**config.mk**
```make
export PLATFORM = sky130hd
export DESIGN_NAME = oblu_ctrl
export DESIGN_NICKNAME = d
export VERILOG_FILES = /design/src/rtl/core/oblu_pkg.sv /design/src/rtl/core/oblu_ctrl.sv
export SDC_FILE = /design/constraint.sdc
export NUM_CORES = 1
export LEC_CHECK = 0
export BUFFER_PORTS_ARGS = -buffer_cell sky130_fd_sc_hd__buf_2
export CAP_MARGIN = 30
export CORE_ASPECT_RATIO = 1.75
export CORE_MARGIN = 2
export CORE_UTILIZATION = 35
export CTS_CLUSTER_DIAMETER = 120
export DETAILED_ROUTE_END_ITERATION = 16
export PLACE_DENSITY = 0.71
export SLEW_MARGIN = 25
export SYNTH_ARGS = -nofsm -noshare
export SYNTH_HDL_FRONTEND = slang
export SYNTH_SLANG_ARGS = --single-unit
```
**constraint.sdc**
```tcl
create_clock -name clk -period 3.7 [get_ports clk]
set_clock_uncertainty 0.2 [all_clocks]
set_input_delay 0.555 -clock clk [delete_from_list [all_inputs] [get_ports clk]]
set_output_delay 0.555 -clock clk [all_outputs]
set_load 0.1 [all_outputs]
```
**src/rtl/core/oblu_pkg.sv**
```systemverilog
`default_nettype none
// ----------------------------------------------------------------------------
// oblu_pkg: shared types and constants of the order book level update block
// Action and status codes, field widths, and the controller/datapath bundles.
// ----------------------------------------------------------------------------
package oblu_pkg;

	localparam int TableDepthDefault = 1024;
	localparam int PriceW = 48;
	localparam int QtyW   = 48;
	localparam int IdW    = 64;
	localparam int RidxW  = 10;
	localparam int CountW = 11;

	typedef enum logic [2:0] {
		ACT_CLEAR     = 3'd0,
		ACT_SNAP_LVL  = 3'd1,
		ACT_SNAP_DONE = 3'd2,
		ACT_EVT_START = 3'd3,
		ACT_EVT_LVL   = 3'd4,
		ACT_READ      = 3'd5,
		ACT_RSV6      = 3'd6,
		ACT_RSV7      = 3'd7
	} action_t;

	typedef enum logic [2:0] {
		ST_OK      = 3'd0,
		ST_DROPPED = 3'd1,
		ST_IGNORED = 3'd2,
		ST_FULL    = 3'd3,
		ST_RANGE   = 3'd4
	} status_t;

	// controller to datapath
	typedef struct packed {
		logic load;      // capture the input item
		logic clr_all;   // empty both tables
		logic rd_issue;  // read table at scan index
		logic wr_en;     // write at write index from read data
		logic wr_item;   // write captured price/quantity at the count position
		logic wr_qty;    // write captured quantity at the read-back position
		logic scan_inc;  // advance scan index
		logic keep_inc;  // advance keep index
		logic cnt_set_keep; // count takes keep index
		logic cnt_inc;   // count plus one
	} dp_cmd_t;

	// datapath to controller
	typedef struct packed {
		logic scan_end;  // scan index reached count
		logic hit;       // registered read price matches captured price
		logic full;      // addressed table full
		logic qty_zero;  // captured quantity is zero
	} dp_sts_t;

endpackage

`default_nettype wire

```
**src/rtl/core/oblu_ctrl.sv**
```systemverilog
`default_nettype none
// ----------------------------------------------------------------------------
// oblu_ctrl: sequencing controller
// Checks update ids, walks the table for event levels and forms the result.
// ----------------------------------------------------------------------------
module oblu_ctrl (
	input  wire logic                         clk,
	input  wire logic                         arst_n,
	input  wire logic                         in_valid,
	output logic                              in_stall,
	input  wire logic [2:0]                   action,
	input  wire logic [oblu_pkg::IdW-1:0]     first_update_id,
	input  wire logic [oblu_pkg::IdW-1:0]     final_update_id,
	output logic                              out_valid,
	input  wire logic                         out_stall,
	output logic [2:0]                        status,
	output logic [oblu_pkg::PriceW-1:0]       level_price,
	output logic [oblu_pkg::QtyW-1:0]         level_quantity,
	output logic [oblu_pkg::CountW-1:0]       level_count,
	output oblu_pkg::dp_cmd_t                 cmd,
	input  wire oblu_pkg::dp_sts_t            sts,
	output logic                              rd_direct,
	input  wire logic [oblu_pkg::PriceW-1:0]  rd_price,
	input  wire logic [oblu_pkg::QtyW-1:0]    rd_qty,
	input  wire logic [oblu_pkg::CountW-1:0]  cur_count,
	input  wire logic                         ridx_ok
);
	import oblu_pkg::*;

	typedef enum logic [2:0] {
		S_IDLE, S_RD, S_RM_ISSUE, S_RM_CHECK, S_UP_ISSUE, S_UP_CHECK, S_FIN
	} state_t;

	state_t state_q;
	logic [IdW-1:0] last_id_q;
	logic first_pend_q, evt_acc_q, out_valid_q, rd_ok_q;
	status_t st_q;
	logic accept, out_free;
	action_t act;
	logic snap_q, clr_q;

	assign act = action_t'(action);
	assign out_free = !out_valid_q || !out_stall;
	assign accept = in_valid && !in_stall;
	assign in_stall = (state_q != S_IDLE) || !out_free;
	assign out_valid = out_valid_q;
	assign rd_direct = (state_q == S_IDLE);

	// datapath commands
	always_comb begin
		cmd = '0;
		cmd.load = accept;
		case (state_q)
			S_IDLE: begin
				if (accept) begin
					cmd.clr_all = (act == ACT_CLEAR);
					cmd.rd_issue = (act == ACT_READ);
				end
			end
			S_RM_ISSUE, S_UP_ISSUE: begin
				cmd.rd_issue = !sts.scan_end;
				cmd.scan_inc = !sts.scan_end;
			end
			S_RM_CHECK: begin
				if (!sts.hit) begin
					cmd.wr_en = 1'b1;
					cmd.keep_inc = 1'b1;
				end
				if (sts.scan_end) cmd.cnt_set_keep = 1'b0;
			end
			S_UP_CHECK: begin
				cmd.wr_qty = sts.hit;
			end
			S_FIN: begin
				cmd.cnt_set_keep = 1'b0;
			end
			default: ;
		endcase
		// end of removal pass: count takes kept entries
		if (state_q == S_RM_ISSUE && sts.scan_end) cmd.cnt_set_keep = 1'b1;
		// update miss at end of scan: append if room
		if (state_q == S_UP_ISSUE && sts.scan_end && !sts.full) begin
			cmd.wr_item = 1'b1;
			cmd.cnt_inc = 1'b1;
		end
		// snapshot level: append if room
		if (state_q == S_FIN && snap_q && !sts.full) begin
			cmd.wr_item = 1'b1;
			cmd.cnt_inc = 1'b1;
		end
	end

	// sequencer, id tracking and result register
	always_ff @(posedge clk or negedge arst_n) begin
		if (!arst_n) begin
			state_q <= S_IDLE;
			last_id_q <= '0;
			first_pend_q <= 1'b1;
			evt_acc_q <= 1'b0;
			out_valid_q <= 1'b0;
			rd_ok_q <= 1'b0;
			st_q <= ST_OK;
			level_count <= '0;
		end else begin
			if (out_valid_q && !out_stall) out_valid_q <= 1'b0;
			case (state_q)
				S_IDLE: begin
					if (accept) begin
						rd_ok_q <= 1'b0;
						st_q <= ST_OK;
						case (act)
							ACT_CLEAR: begin
								evt_acc_q <= 1'b0;
								state_q <= S_FIN;
							end
							ACT_SNAP_LVL: state_q <= S_FIN;
							ACT_SNAP_DONE: begin
								last_id_q <= final_update_id;
								first_pend_q <= 1'b1;
								evt_acc_q <= 1'b0;
								state_q <= S_FIN;
							end
							ACT_EVT_START: begin
								if (final_update_id <= last_id_q ||
								    (first_update_id != last_id_q + 1'b1 && !first_pend_q)) begin
									st_q <= ST_DROPPED;
									evt_acc_q <= 1'b0;
								end else begin
									last_id_q <= final_update_id;
									evt_acc_q <= 1'b1;
								end
								first_pend_q <= 1'b0;
								state_q <= S_FIN;
							end
							ACT_EVT_LVL: begin
								if (!evt_acc_q) begin
									st_q <= ST_IGNORED;
									state_q <= S_FIN;
								end else begin
									state_q <= S_RD;
								end
							end
							ACT_READ: begin
								rd_ok_q <= ridx_ok;
								if (!ridx_ok) st_q <= ST_RANGE;
								state_q <= S_FIN;
							end
							default: state_q <= S_FIN;
						endcase
						// snapshot append needs the full flag of the captured side
						if (act == ACT_SNAP_LVL) state_q <= S_FIN;
						if (act == ACT_SNAP_LVL) st_q <= ST_OK;
					end
				end
				S_RD: state_q <= sts.qty_zero ? S_RM_ISSUE : S_UP_ISSUE;
				S_RM_ISSUE: begin
					// report the count once the kept entries have landed
					if (sts.scan_end) state_q <= S_FIN;
					else state_q <= S_RM_CHECK;
				end
				S_RM_CHECK: state_q <= S_RM_ISSUE;
				S_UP_ISSUE: begin
					if (sts.scan_end) begin
						if (sts.full) st_q <= ST_FULL;
						state_q <= S_IDLE;
						out_valid_q <= 1'b1;
						level_count <= sts.full ? cur_count : cur_count + 1'b1;
					end else state_q <= S_UP_CHECK;
				end
				S_UP_CHECK: begin
					if (sts.hit) begin
						state_q <= S_IDLE;
						out_valid_q <= 1'b1;
						level_count <= cur_count;
					end else state_q <= S_UP_ISSUE;
				end
				S_FIN: begin
					state_q <= S_IDLE;
					out_valid_q <= 1'b1;
					if (snap_q && sts.full) st_q <= ST_FULL;
					level_count <= (snap_q && !sts.full) ? cur_count + 1'b1 :
						(clr_q ? '0 : cur_count);
				end
				default: state_q <= S_IDLE;
			endcase
		end
	end

	// remember which one-step action is finishing
	always_ff @(posedge clk or negedge arst_n) begin
		if (!arst_n) begin
			snap_q <= 1'b0;
			clr_q <= 1'b0;
		end else if (accept) begin
			snap_q <= (act == ACT_SNAP_LVL);
			clr_q <= (act == ACT_CLEAR);
		end
	end

	assign status = st_q;
	assign level_price = rd_ok_q ? rd_price : '0;
	assign level_quantity = rd_ok_q ? rd_qty : '0;

	ap_one_out: assert property (@(posedge clk) disable iff (!arst_n)
		accept |=> !out_valid_q || $past(out_valid_q && out_stall) || state_q == S_IDLE)
		else $error("result raised before item done");
	ap_busy_stall: assert property (@(posedge clk) disable iff (!arst_n)
		state_q != S_IDLE |-> in_stall) else $error("input taken while busy");
	ap_drop_keeps_id: assert property (@(posedge clk) disable iff (!arst_n)
		accept && act == ACT_EVT_LVL && !evt_acc_q |=> state_q == S_FIN)
		else $error("ignored level started a scan");

endmodule

`default_nettype wire

```
======== Word level (Yosys, flattened, before mapping) ========
Cells that the tools add are included.
cells by class
  shift-type cells ........................ 0
  div/mod/pow operators ................... 0
  $mul .................................... 0
  order comparisons ....................... 1
  add/subtract/negate cells ............... 2
  bitwise logic cells ..................... 0
  reduce and logical (&&, ||, !) cells .... 35
  mux-type cells .......................... 47
  equality and inequality tests ........... 18
operators with widths
  cell                     count
  $pmux W64 S2             1
  $mux W48                 2
  $add A64 B1 Y64 const B  1
  $le A64 B64 Y1           1
  $mux W64                 1
  $ne A64 B64 Y1           1
  $mux W11                 5
  $mux W3                  14
  $pmux W11 S3             1
  $pmux W3 S3              2
  $pmux W3 S6              1
  $eq A3 B3 Y1 const B     5
  $mux W1                  14
  $eq A3 B2 Y1 const B     4
  $add A11 B1 Y11 const B  1
  $logic_and A1 B1 Y1      10
  $reduce_and A3 Y1        3
  $reduce_bool A3 Y1       3
  $ne A2 B2 Y1 const B     4
  $logic_not A1 Y1         7
  $eq A3 B1 Y1 const B     2
  $logic_not A3 Y1         2
  $pmux W1 S2              3
  $reduce_and A5 Y1        1
  other kinds (8)          14
storage, ports and cells
  memories ................................ 0
  bits in writable memories ............... 0
  bits of input ports ..................... 247
  register bits after elaboration ......... 87
  latch bits .............................. 0
  word-level logic and storage cells ...... 113
  memory bits (read-only) ................. 0

======== Depth between registers and ports, before layout ========
Gate-level depths: netlist of the first run.
  word-level depth ........................ 9
  gate-level depth with buffers ........... 15
  gate-level depth less buffers ........... 12

======== Worst setup path after synthesis of the first run ========
Ideal clock, no wire load.
  kind .................................... register to output
  start ................................... register state_q[1]
  end ..................................... output port cmd[8] (netlist bit)
  data arrival time ....................... 6.247 ns
  cell stages (with the launch flop) ...... 6
  path buffers ............................ 2
  setup slack ............................. -3.302 ns
  cells stage by stage .................... dfrtp_1 -> clkbuf_1 -> nor3_1 -> nand3_1 -> clkbuf_1 -> nor4_1
RTL lines
  what                    RTL line          text
  from (decl)             oblu_ctrl.sv:34   state_t state_q;
  from (signal assigned)  oblu_ctrl.sv:155  S_RD: state_q <= sts.qty_zero ? S_RM_ISSUE : S_UP_ISSUE;
  to (decl)               oblu_ctrl.sv:20   output oblu_pkg::dp_cmd_t cmd,

======== Worst setup path in the final report of the first run ========
  start ................................... register last_id_q[2]
  end ..................................... register last_id_q[36]
between the ends
  longest elaborated chain between the ends .. 6
  elaborated cells on any way between the ends .. 7
ends and longest elaborated chain
  what                           RTL line          text
  from (decl)                    oblu_ctrl.sv:35   logic [IdW-1:0] last_id_q;
  from (signal assigned)         oblu_ctrl.sv:118  last_id_q <= final_update_id;
  from (signal assigned)         oblu_ctrl.sv:129  last_id_q <= final_update_id;
  $add A64 B1 Y64                oblu_ctrl.sv:125  (first_update_id != last_id_q + 1'b1 && !first_pend_q)) begin
  $ne A64 B64 Y1                 oblu_ctrl.sv:125
  $logic_and A1 B1 Y1            oblu_ctrl.sv:125
  $logic_or A1 B1 Y1 *           oblu_ctrl.sv:124  if (final_update_id <= last_id_q ||
  $ne A2 B2 Y1 (no line) *       -
  $reduce_and A4 Y1 (no line) *  -
Every way passes the cells marked *; elsewhere a longest branch is shown, timed or not.
A chain may end at the register's enable or synchronous reset.

==> impl_metrics.ini, run 1 <==
[yosys]
synth_top_area_share = 0.2149
synth_xor_area_frac = 0.08835
synth_fa_ha_area_frac = 0.08248
synthMuxAreaShare = 0.009873
syn_avg_cell_area_sq_um = 7.625
synth_edf_count = 0
synth_cell_types = 69
syn_area_sq_mm = 0.01001
async_flop_share = 1.000
syn_nets = 1626
yosysWarnings = 0
synth_compound_area_frac = 0.2439
yosysTopAreaCell = dfrtp_1
synth_top_family_by_area = simple AND/OR/NAND/NOR gates
ys.flop_type = dfrtp_1
syn_inst = 1313
synthSimpleGateAreaFrac = 0.2679
yosys_register_bits = 87
netlist_top_cells_area = dfrtp_1, ha_1, and2_1
ys_seq_area_frac = 0.2176

[die]
dieHeight_um = 227.7
ioPinCount = 370
die_width_um = 131.9
rows = 81
core_sq_mm = 0.02807
die_area_sq_mm = 0.03003
start_util = 0.3566

[clock_network]
cts-root-buf = clkbuf_16
cts_num_sinks = 87
ctsHoldBuffers = 0
cts_tree = done
cts.clk_slew.worst_paths_ns = 0.08
clock_path_buffers = 2
cts_htree_levels = 3
clkLatencyLatePin_ns = 0.39
cts_made_buffers = 9

[sta]
tns_ns = -3.898
fin_crit_ns = 3.819
hold_violations = 0
setup_ws_ns = -0.1193
finalMaxSlewViolations = 0
worst_pin_slew_ns = 0.8833
relSlewSlack = 0.4112
hold_slack_ns = 0.01244
grt_setup_unrepaired = yes
max_freq_ghz = 0.2618
setup_violations = 64
finalCritPeriodShare = 1.032

[power_and_ir_drop]
leakagePower_nw = 8.026
p_per_area_mw_per_mm2 = 774.0
vdd_ir_drop_max_v = 0.0005212

[detailed_routing]
drtIter0Drc = 809
post_drt_via_cell_ratio = 5.816
wire_per_inst_um = 25.40
vias = 13050
drc = 0
drt_pass1_iterations = 6
ant_nets = 0
drt-total-wl_mm = 56.99

[finish]
finish.net_count = 2175
instances_no_fill = 2244
layout-drive-gt1-share = 0.4260
fin_util = 0.5394
areaGrowthSynthToFinish_pct = 51.25

[critical_path]
crit_type = reg2reg
cp-startpoint = last_id_q[2]
cp-start-kind = flop
crit_arrival_ns = 3.88
critPathMaxFanout = 8
crit_path_end_kind = flop
worstPathRequired_ns = 3.76
rr_startpoint = last_id_q[2]

[grt]
track_usage = 0.3560
grt_pass1_vias = 12875
antenna_found_initial = 10
grt_max_degree = 74
overflow = 0
grt_pass1_wl_mm = 79.52

[placed_design]
dp.cells = 2191
dp_hpwl_mm = 45.04
place_congestion = 1.017
port_buffers = 369

[run]
cap_violations = 0

[outcome]
violations = setup timing
status = finished with violations

[hold_path]
worstHoldPathType = in2async
==> final timing paths <==
check / slack, ns / end / depth (start not counted)
worst max register to register: -0.12 / last_id_q[36] / 17
worst min register to register: 0.28 / level_count[9] / 2
worst min-delay path: 0.01 / level_count[0] / 1
worst max-delay path: -0.12 / last_id_q[36] / 17
min in group clk: 0.21 / status[2] / 2
max in group asynchronous: 2.47 / last_id_q[29] / 2
==> per-layer routing <==
layer	wire [um]	track usage	up-vias
li1	-	-	5832
met1	17030	0.3239	6211
met2	28740	0.6654	740
met3	4024	0.07303	261
met4	7149	0.2996	6
met5	46	0	-
==> cell families (layout without fill, tap and decap cells) <==
| family | after synthesis | after routing |
|---|---|---|
| flops | 87 | 87 |
| compound gates | 352 | 352 |
| other cells | 0 | 5 |
| xor+xnor | 101 | 101 |
| fa+ha+maj | 66 | 66 |
| mux | 9 | 9 |
| buf+inv | 229 | 782 |
| simple gates | 469 | 469 |
==> sequential cells by signal (all words and copies together), names as in the netlist <==
name,flops
level_count,11
out_valid,1
rd_ok_q,1
last_id_q,64
snap_q,1
evt_acc_q,1
clr_q,1
status,3
state_q,3
first_pend_q,1
==> where the power goes <==
part | total [W] | switching [W] | internal [W]
registers | 0.00138 | 0.000216 | 0.00117
logic | 0.00935 | 0.00574 | 0.00361
clock network | 0.000989 | 0.000465 | 0.000524
total | 0.0117 | 0.00642 | 0.00530
==> cells in the mapped netlist, types with 8 or more instances <==
library cell,count
nand3_1,39
xnor2_1,66
dfrtp_1,86
and4_1,9
a221o_1,30
o21ai_0,93
buf_2,16
inv_1,141
nand2b_1,8
a21oi_1,42
nor2_1,50
ha_1,66
a21o_1,26
clkbuf_1,63
nor3_1,29
and2_0,9
nor2b_1,10
and2_1,125
or3_1,9
a211o_1,35
nand4_1,46
a211oi_1,10
nand2_1,55
nor4_1,34
xor2_1,35
and3_1,14
o31ai_1,71
==> critical path, cell delays in order, from the launching register on <==
cell       delay (ns)
dfrtp_1          0.41
nand4_1          0.14
buf_4            0.17
buf_4            0.13
buf_4            0.15
nor4_2           0.29
nand4_1          0.12
buf_4            0.18
nor3_2           0.23
xnor2_1          0.14
nand4_1          0.21
nor4b_2          0.27
buf_4            0.17
a311oi_4         0.10
buf_6            0.19
clkbuf_16        0.19
and2_4           0.15
a211o_1          0.25
==> through the flow <==
step	worst slack [ns]	instance area (sq um)	total power, W
2_1_floorplan	-0.4150	10060	0.006613
3_5_place_dp	-0.3283	13830	0.009705
5_1_grt	-0.2685	15140	0.01224
6_report	-0.1193	15140	0.01172
3_3_place_gp	-0.2728	13820	0.009594
4_1_cts	-0.03870	14410	0.01094
==> area by class of cell <==
class | instances | area (sq um)
Clock buffer | 9 | 225.2
Antenna cell | 5 | 12.51
Inverter | 141 | 529.3
Fill cell | 2662 | 12930
Multi-Input combinational cell | 997 | 7609
Clock inverter | 6 | 67.56
Tap cell | 373 | 466.7
Timing Repair Buffer | 626 | 4054
Sequential cell | 87 | 2180
==> layout by cell type, fill, tap and decap left out, drive strengths merged, types with 4 or more instances in the layout <==
master	n
inv	143
nand4	47
a21oi	42
nor2b	10
and3	14
a211oi	10
nor2	50
o31ai	71
or2	4
a31oi	6
a211o	35
and2	134
o21a	4
nand3	39
diode	5
nor4	36
o22ai	7
nor3b	4
xor2	35
xnor2	66
buf	619
or4	7
dfrtp	86
nor3	30
mux2	7
o21ai	95
a221o	30
and4	9
or3	10
nand2	55
clkbuf	16
ha	66
nand2b	8
a21o	26
==> what timing repair did <==
item / 4_1_cts / 5_1_grt
pin swaps: 8 / 49
cloned: 0 / 10
buffers inserted: 11 / 14
endpoints found under the setup margin: 65 / 65
resized for setup: 42 / 120
Power figures use the tool's default switching activity.
==> inputs of run 2 (changes only) <==
--- a/config.mk
+++ b/config.mk
@@ -5,14 +5,15 @@
 export SDC_FILE = /design/constraint.sdc
 export NUM_CORES = 1
 export LEC_CHECK = 0
+export ABC_AREA = 1
 export BUFFER_PORTS_ARGS = -buffer_cell sky130_fd_sc_hd__buf_2
 export CAP_MARGIN = 30
 export CORE_ASPECT_RATIO = 1.75
 export CORE_MARGIN = 2
-export CORE_UTILIZATION = 35
+export CORE_UTILIZATION = 46
 export CTS_CLUSTER_DIAMETER = 120
 export DETAILED_ROUTE_END_ITERATION = 16
-export PLACE_DENSITY = 0.71
+export PLACE_DENSITY = 0.88
 export SLEW_MARGIN = 25
 export SYNTH_ARGS = -nofsm -noshare
 export SYNTH_HDL_FRONTEND = slang
==> run 2 against run 1 <==
  * The flow now finishes without violations
  * Wire length fell by 24%
  * Sequential cell count did not move
  * Critical endpoint is now last_id_q[37]
  * Via count fell by 8.3%
  * Non-clock buffer count fell by 228
  * Largest cell class unchanged
==> impl_metrics.ini, run 2 <==
[yosys]
synthTopCellsByCount = nand2_1, inv_1, nor2_1
syn_avg_cell_area_sq_um = 6.126
synth_top_area_share = 0.2204
synth_cell_types = 46
yosys_register_bits = 87
yosysTopAreaCell = dfrtp_1
yosysMostFrequentCell = nand2_1
netlist_top_cells_area = dfrtp_1, nand2_1, inv_1
syn_nets = 1907
async_flop_share = 1.000
ys.flop_type = dfrtp_1
syn_inst = 1594
ys_seq_area_frac = 0.2231
yosysWarnings = 0
synth_edf_count = 0
syn_area_sq_mm = 0.009766

[power_and_ir_drop]
vdd_ir_drop_max_v = 0.0009249
fin_total_pwr_w = 0.008992
leakagePower_nw = 7.292
pwr-share-clk = 0.101
seq_power_share = 0.232
p_switching_w = 0.005517
p_per_area_mw_per_mm2 = 731.4
comb_power_share = 0.667
swShare = 0.6136
internal_power_w = 0.003475

[die]
die_area_sq_mm = 0.02246
start_util = 0.4685
die_width_um = 114.1
ioPinCount = 370
dieHeight_um = 196.7
core_sq_mm = 0.02085
rows = 70

[clock_network]
cts-root-buf = clkbuf_16
cts_tree = done
cts_made_buffers = 9
clkLatencyLatePin_ns = 0.35
cts_num_sinks = 87
cts.clk_slew.worst_paths_ns = 0.07
cts_htree_levels = 3
clock_path_buffers = 2

[critical_path]
path_cells = nand2_1 > nor2_1 > nand2_1 > nor2_1 > nand2_1 > nand2_1 > nand2_1 > nand2_1 > nand2_1 > nor2_1 > nand2_1 > nor2_1 > nand2_1 > nor2_1 > nand2_1 > nand2_2 > nand2_2 > nand2_4 > nand2_4 > buf_12 > nand2_1 > nand2_1
crit_buf_inv = 1
cp-startpoint = last_id_q[16]
cp-start-kind = flop
cp_slowest_stage_delay_ns = 0.47
cp_common_cell = nand2_1
worstPathRequired_ns = 3.74
critPathMaxFanout = 53
crit_arrival_ns = 3.60
crit_type = reg2reg
slowest_stage = dfrtp_1
crit_path_end_kind = flop
path_delay_family = simple AND/OR/NAND/NOR gates
rr_startpoint = last_id_q[16]

[grt]
antenna_found_initial = 4
overflow = 0
grt_pass1_vias = 11562
grt_pass1_wl_mm = 64.07
grt_max_degree = 54
track_usage = 0.3835

[finish]
layout-drive-gt1-share = 0.2535
final_cell_mix = nand2_1, buf_2, inv_1
final_common_cell = nand2_1
top_register = last_id_q
largestRegisters = last_id_q x64, level_count x11
finish.net_count = 2280
instances_no_fill = 2229
areaGrowthSynthToFinish_pct = 25.89
largest_reg_flops = 64
fillCellCount = 2070

[sta]
relSlewSlack = 0.5349
hold_slack_ns = 0.2480
tns_ns = 0
hold_violations = 0
fin_crit_ns = 3.564
grt_setup_unrepaired = no
worst_pin_slew_ns = 0.6977
setup_violations = 0
max_freq_ghz = 0.2806
finalMaxSlewViolations = 0
setup_ws_ns = 0.1356
finalCritPeriodShare = 0.9634

[detailed_routing]
drt_pass1_iterations = 5
post_drt_via_cell_ratio = 5.367
ant_nets = 0
vias = 11962
drt-total-wl_mm = 43.40
wire_per_inst_um = 19.47
drtIter0Drc = 913
drc = 0

[placed_design]
place_congestion = 1.034
dp_hpwl_mm = 37.39
place_ws_ns = 0.07684
port_buffers = 369
dp.cells = 2200

[hold_path]
worstHoldPathType = in2reg
min-delay-start = final_update_id[51]

[run]
cap_violations = 0

[outcome]
status = finished clean
-- run 2: layout make-up --
cell class	instances	area, sq um	area share
antenna	5	12.51	0.001018
clock buffer	12	256.5	0.02086
clock inverter	4	30.03	0.002442
inverter	283	1062	0.08640
multi-input combinational	1188	6294	0.5119
sequential	87	2180	0.1773
tap	252	315.3	0.02565
timing repair buffer	398	2145	0.1744
-- run 2: final timing paths --
path                                       to  slack, ns  depth (start not counted)
worst min register to register          clr_q       0.30                          2
min in group asynchronous       last_id_q[30]       0.53                          2
worst max-delay path            last_id_q[37]       0.14                         22
worst max register to register  last_id_q[37]       0.14                         22
worst min-delay path            last_id_q[51]       0.25                          3
max in group asynchronous             rd_ok_q       2.06                          3
-- run 2: timing repair --
item	in CTS	in global routing
endpoints found under the setup margin	0	65
endpoints found under the hold margin	1	0
setup buffers	0	7
resized for setup	0	5
hold buffers	1	0
-- run 2: worst min-delay path: cells and delay by family --
| family | cells | cell delay, ns |
|---|---|---|
| buffers and inverters | 1 | 0.09 |
| and+or+nand+nor | 2 | 0.12 |
-- run 2: logic make-up (layout without fill, tap and decap cells) --
kind of cell             after synthesis  in the layout  share of synthesized area
XOR/XNOR                              70             70                    0.06278
AND/OR/NAND/NOR                      930            930                     0.4219
other                                  0              5                          0
flip-flops                            87             87                     0.2231
buffers and inverters                319            697                     0.1361
AO/OA/AOI/OAI                        122            122                    0.07162
adder cells (fa/ha/maj)               66             66                    0.08456
-- run 2: layer usage --
layer  part of all wire  track usage  up-vias
li1                   -            -     5665
met5                  0            0        -
met3              0.090      0.06519      112
met2               0.49       0.6722      696
met4              0.064       0.2231        0
met1               0.36       0.4314     5489
-- run 2: power groups by stage --
stage | clock network, W | registers [W] | logic (W)
2_1_floorplan | 0 | 0.00240 | 0.00409
3_3_place_gp | 0 | 0.00206 | 0.00579
3_5_place_dp | 0 | 0.00208 | 0.00593
4_1_cts | 0.000917 | 0.00207 | 0.00594
5_1_grt | 0.000948 | 0.00215 | 0.00649
6_report | 0.000909 | 0.00209 | 0.00600
-- run 2: stage by stage --
stage	utilization	instance area, sq um
floorplan	-	9773
global placement	0.5715	11910
detailed placement	0.5715	11910
CTS	0.5857	12210
global route	0.5898	12290
finish	0.5898	12290
